## config.mk

```make
export PLATFORM = sky130hd
export DESIGN_NAME = smse_div
export DESIGN_NICKNAME = d
export VERILOG_FILES = /design/src/rtl/sample_mean_stddev_engine_assert.svh /design/src/rtl/smse_pkg.sv /design/src/rtl/smse_div.sv
export SDC_FILE = /design/constraint.sdc
export NUM_CORES = 1
export LEC_CHECK = 0
export BUFFER_PORTS_ARGS = -buffer_cell sky130_fd_sc_hd__buf_4
export CORE_MARGIN = 2
export CORE_UTILIZATION = 33
export DETAILED_ROUTE_END_ITERATION = 10
export PLACE_DENSITY = 0.62
export SLEW_MARGIN = 30
export SYNTH_ARGS = -nofsm -noshare
export SYNTH_HDL_FRONTEND = slang
export SYNTH_SLANG_ARGS = --single-unit
export TNS_END_PERCENT = 1
```

## constraint.sdc

```tcl
create_clock -name clock -period 7.8 [get_ports clock]
set_clock_uncertainty 0.15 [all_clocks]
set_input_delay 1.56 -clock clock [delete_from_list [all_inputs] [get_ports clock]]
set_output_delay 1.56 -clock clock [all_outputs]
set_load 0.005 [all_outputs]
```

## src/rtl/sample_mean_stddev_engine_assert.svh

```systemverilog
// ----------------------------------------------------------------------------
// Assertion macros for the sample mean and deviation engine
// Concurrent checks that compile to nothing when SYNTH is defined.
// ----------------------------------------------------------------------------
`ifndef SAMPLE_MEAN_STDDEV_ENGINE_ASSERT_SVH
`define SAMPLE_MEAN_STDDEV_ENGINE_ASSERT_SVH

`ifndef SYNTH
// Property that must hold at every clock edge outside reset.
`define SMSE_ASSERT(lbl, clk, rst, prop) \
   lbl: assert property (@(posedge clk) disable iff (rst) (prop)) \
      else $error("smse assertion failed");
// Condition that must never be true outside reset.
`define SMSE_NEVER(lbl, clk, rst, expr) \
   lbl: assert property (@(posedge clk) disable iff (rst) !(expr)) \
      else $error("smse forbidden condition seen");
`else
`define SMSE_ASSERT(lbl, clk, rst, prop)
`define SMSE_NEVER(lbl, clk, rst, expr)
`endif

`endif

```

## src/rtl/smse_pkg.sv

```systemverilog
// ----------------------------------------------------------------------------
// Sample mean and deviation engine package
// Item types and fixed widths shared by the engine and its parts.
// ----------------------------------------------------------------------------
`default_nettype none

package smse_pkg;

   // Width of the sample count register.
   localparam int CNT_W = 11;
   // Reset value of the sample count register.
   localparam logic [CNT_W-1:0] CNT_RESET = 11'd1024;

   // One input item.
   typedef struct packed {
      logic signed [31:0] sample_value;
      logic               last_sample;
   } req_type;

   // One result item.
   typedef struct packed {
      logic signed [31:0] mean_value;
      logic        [31:0] std_deviation;
      logic        [31:0] margin_of_error;
      logic signed [31:0] smallest_sample;
      logic signed [31:0] largest_sample;
      logic               saturated;
   } rsp_type;

endpackage

`default_nettype wire

```

## src/rtl/smse_div.sv

```systemverilog
// ----------------------------------------------------------------------------
// Bit-serial restoring divider
// Divides a wide unsigned dividend by the sample count, one quotient bit
// per cycle.
// ----------------------------------------------------------------------------
`default_nettype none

module smse_div #(
   parameter int DW = 74
) (
   input  wire logic                        clock,
   input  wire logic                        reset,
   input  wire logic                        start,
   input  wire logic [DW-1:0]               dividend,
   input  wire logic [smse_pkg::CNT_W-1:0]  divisor,
   output logic                             done,
   output logic      [DW-1:0]               quotient
);

   localparam int VW    = smse_pkg::CNT_W;
   localparam int CNT_B = $clog2(DW + 1);

   logic [DW-1:0]    quot_ff;
   logic [VW-1:0]    rem_ff;
   logic [CNT_B-1:0] count_ff;
   logic             busy_ff;
   logic             done_ff;

   logic [VW:0]      shifted;
   logic             fits;
   logic [VW:0]      rem_in;

   // One restoring step: bring down the next dividend bit and try a subtract.
   always_comb begin
      shifted = {rem_ff, quot_ff[DW-1]};
      fits    = (shifted >= {1'b0, divisor});
      rem_in  = fits ? (shifted - {1'b0, divisor}) : shifted;
   end

   // The quotient bits shift in as the dividend bits shift out.
   always_ff @(posedge clock) begin
      if (reset) begin
         busy_ff  <= 1'b0;
         done_ff  <= 1'b0;
         count_ff <= '0;
      end else begin
         done_ff <= 1'b0;
         if (start) begin
            quot_ff  <= dividend;
            rem_ff   <= '0;
            count_ff <= CNT_B'(DW);
            busy_ff  <= 1'b1;
         end else if (busy_ff) begin
            quot_ff  <= {quot_ff[DW-2:0], fits};
            rem_ff   <= rem_in[VW-1:0];
            count_ff <= count_ff - 1'b1;
            if (count_ff == CNT_B'(1)) begin
               busy_ff <= 1'b0;
               done_ff <= 1'b1;
            end
         end
      end
   end

   assign done     = done_ff;
   assign quotient = quot_ff;

endmodule

`default_nettype wire

```

==> results.sh <==
export IMPL_cp_cell_sequence="buf_4 > nor2_1 > nor2_4 > buf_4"
export IMPL_ff_latch_area_mm2=0.002733
export IMPL_r2r_setup_slack_ns=5.22
export IMPL_place_hpwl_mm=7.520
export IMPL_yosysTopAreaCell="edfxtp_1"
export IMPL_io_pins=163
export IMPL_synth_edff_count=85
export IMPL_drive_gt1_share_pct=54.24
export IMPL_grt_ovfl_total=0
export IMPL_fill_cells=1219
export IMPL_die_y_um=121.7
export IMPL_final_common_cell="buf_4"
export IMPL_insertion_delay_ns=0.34
export IMPL_cap_violations=0
export IMPL_multi_input_area_mm2=0.001714
export IMPL_drc=0
export IMPL_fin_area_mm2=0.006295
export IMPL_post_cts_resized=0
export IMPL_start_util_pct=34.10
export IMPL_grt_pass1_vias=3116
export IMPL_cts_buffers=9
export IMPL_slowest_stage="buf_4"
export IMPL_grt_pass1_wl_mm=15.93
export IMPL_cp_depth=4
export IMPL_portBuffers=162
export IMPL_hold_buffers=0
export IMPL_clock_fmax_ghz=0.2698
export IMPL_areaGrowthSynthToFinish_pct=37.76
export IMPL_r2r_cells=9
export IMPL_cp_arrival_ns=3.53
export IMPL_antenna_found_initial=0
export IMPL_routedWlPerCell_um=15.68
export IMPL_cp_num_buf_inv=2
export IMPL_cts_tree="done"
export IMPL_fin_crit_ns=3.707
export IMPL_ant_nets=0
export IMPL_crit_path_start_kind="input pin"
export IMPL_hold_path_class="flip-flop to flip-flop"
export IMPL_fin_hold_ws_ns=0.4160
export IMPL_leakage_nw=2.557
export IMPL_finalWirelength_mm=10.33
export IMPL_cp_required_ns=7.63
export IMPL_ys_ff_latch=94
export IMPL_die_area_mm2=0.01480
export IMPL_clkTransAtPathRegs_ns=0.07
export IMPL_clock_sinks=94
export IMPL_gp_congestion=0.7693
export IMPL_cts_max_level=3
export IMPL_crit_start="start"
export IMPL_netlist_area_mm2=0.004569
export IMPL_timing_rr_end="rem_ff[10]"
export IMPL_cp_end_kind="flip-flop"
export IMPL_synth_nets=419
export IMPL_endpoint="quotient[7]"
export IMPL_die_x_um=121.7
export IMPL_cts_post_setup_buffers_inserted=0
export IMPL_cpLargestDelayFamily="buffers and inverters"
export IMPL_timing_final_max_slew_violations=0
export IMPL_layout_common_cells="164 x buf_4, 85 x edfxtp_1, 75 x mux2_2"
export IMPL_synth_area_per_cell_um2=14.41
export IMPL_vias_per_cell=4.692
export IMPL_synth_distinct_cells=40
export IMPL_rr_startpoint="quotient[73]"
export IMPL_num_vias=3092
export IMPL_grt_usage_pct=14.13
export IMPL_synth_async_reset_ratio_pct=0
export IMPL_maxSlewHeadroom_pct=48.62
export IMPL_power_per_cell_area_mw_per_mm2=213.3
export IMPL_cp_common_cell="buf_4"
export IMPL_ir_worst_vdd_uv=101.5
export IMPL_hold_viol=0
export IMPL_worst_pin_slew_ns=0.7688
export IMPL_n_antenna_cell=0
export IMPL_fin_tns_setup_ns=0
export IMPL_nNetsFinal=580
export IMPL_initialDrtViolationCount=170
export IMPL_setup_viol=0
export IMPL_outcome="finished clean"
export IMPL_core_area_mm2=0.01340
export IMPL_synth_area_leaders="edfxtp_1 56%, mux2_2 18%, dfxtp_1 3.9%"
export IMPL_seq_area_frac_synth_pct=59.80
export IMPL_synth_flop_cell="edfxtp_1"
export IMPL_rsz0062_at_grt="no"
export IMPL_row_count=42
export IMPL_placed_cell_area_mm2=0.005966
export IMPL_finalCritPeriodShare_pct=47.52
export IMPL_ys_warnings_count=0
export IMPL_cts_root_buf="clkbuf_16"
export IMPL_path_max_fanout=60
export IMPL_first_pass_iters=4
export IMPL_netlist_instances=317
export IMPL_grt_max_degree=61
export IMPL_crit_path_max_incr_delay_ns=0.73
export IMPL_yosys_area_top_type_share_pct=55.86
export IMPL_clock_path_buffers=2
export IMPL_critical_path_class="input pin to flip-flop"
-- worst min-delay path by stage --
| stage | endpoint | startpoint | slack, ns | depth (start not counted) |
|---|---|---|---|---|
| 2_1_floorplan | count_ff[0] | count_ff[0] | 0.38 | 2 |
| 3_3_place_gp | count_ff[4] | count_ff[4] | 0.40 | 2 |
| 3_5_place_dp | count_ff[0] | count_ff[0] | 0.41 | 2 |
| 4_1_cts | count_ff[0] | count_ff[0] | 0.42 | 2 |
| 5_1_grt | quotient[1] | quotient[0] | 0.45 | 1 |
| 6_report | count_ff[0] | count_ff[0] | 0.42 | 2 |
-- synthesized netlist by cell type, types with 2 or more instances --
master	n
nand2b_1	2
xnor2_1	9
edfxtp_1	85
nor2_1	25
o21a_1	5
mux2i_1	5
xor2_1	3
nor2b_1	4
o211ai_1	2
nor3_1	6
nand2_1	8
o21ai_0	3
inv_1	18
mux2_2	75
a21o_1	4
clkbuf_1	10
dfxtp_1	9
a21oi_1	6
ha_1	13
buf_2	2
nor4b_1	3
nand4_1	2
-- area by class of cell --
type | instances | share of cell area [%]
clock inverter | 7 | 1.650
timing repair buffer | 164 | 19.56
tap | 176 | 3.498
inverter | 18 | 1.073
sequential | 94 | 43.41
clock buffer | 9 | 3.578
multi-input combinational | 191 | 27.23
-- where the power goes --
part           total (mW)  switching (mW)  internal [mW]
combinational       0.237           0.104          0.133
clock               0.488           0.202          0.286
sequential          0.617          0.0207          0.597
-- per-layer routing --
layer	wire length (um)	GRT usage, %
met1	4342	16.92
met2	4621	21.38
met3	1174	6.882
met4	194	6.681
met5	0	0
-- registers in the layout (all words and copies together), names as in the netlist --
register	count
busy_ff	1
count_ff	7
done	1
quotient	74
rem_ff	11
-- worst min-delay path: stages, from the launching register on --
cell	delay, ns
dfxtp_1	0.35
xnor2_1	0.14
nor3_1	0.04
-- metrics by stage --
step / utilization [%] / instances / worst slack (ns) / total power, mW
after floorplan: - / 317 / 1.305 / 0.7710
after global placement: 44.52 / 643 / 3.710 / 0.8651
after detailed placement: 44.52 / 643 / 3.690 / 0.8688
after CTS: 46.97 / 659 / 4.058 / 1.360
after global routing: 46.97 / 659 / 3.885 / 1.401
final: 46.97 / 659 / 4.093 / 1.343
-- logic make-up (layout without fill, tap and decap cells) --
kind of cell | after synthesis | count (layout) | share of synthesized area [%]
buffers and inverters | 32 | 198 | 2.848
adders and majority gates | 14 | 14 | 3.998
muxes | 80 | 80 | 19.58
AOI/OAI and AO/OA | 31 | 31 | 5.723
and+or+nand+nor | 54 | 54 | 5.750
DFF | 94 | 94 | 59.80
xor gates and xnor gates | 12 | 12 | 2.300
No activity file was read; power rests on OpenSTA's default activity.
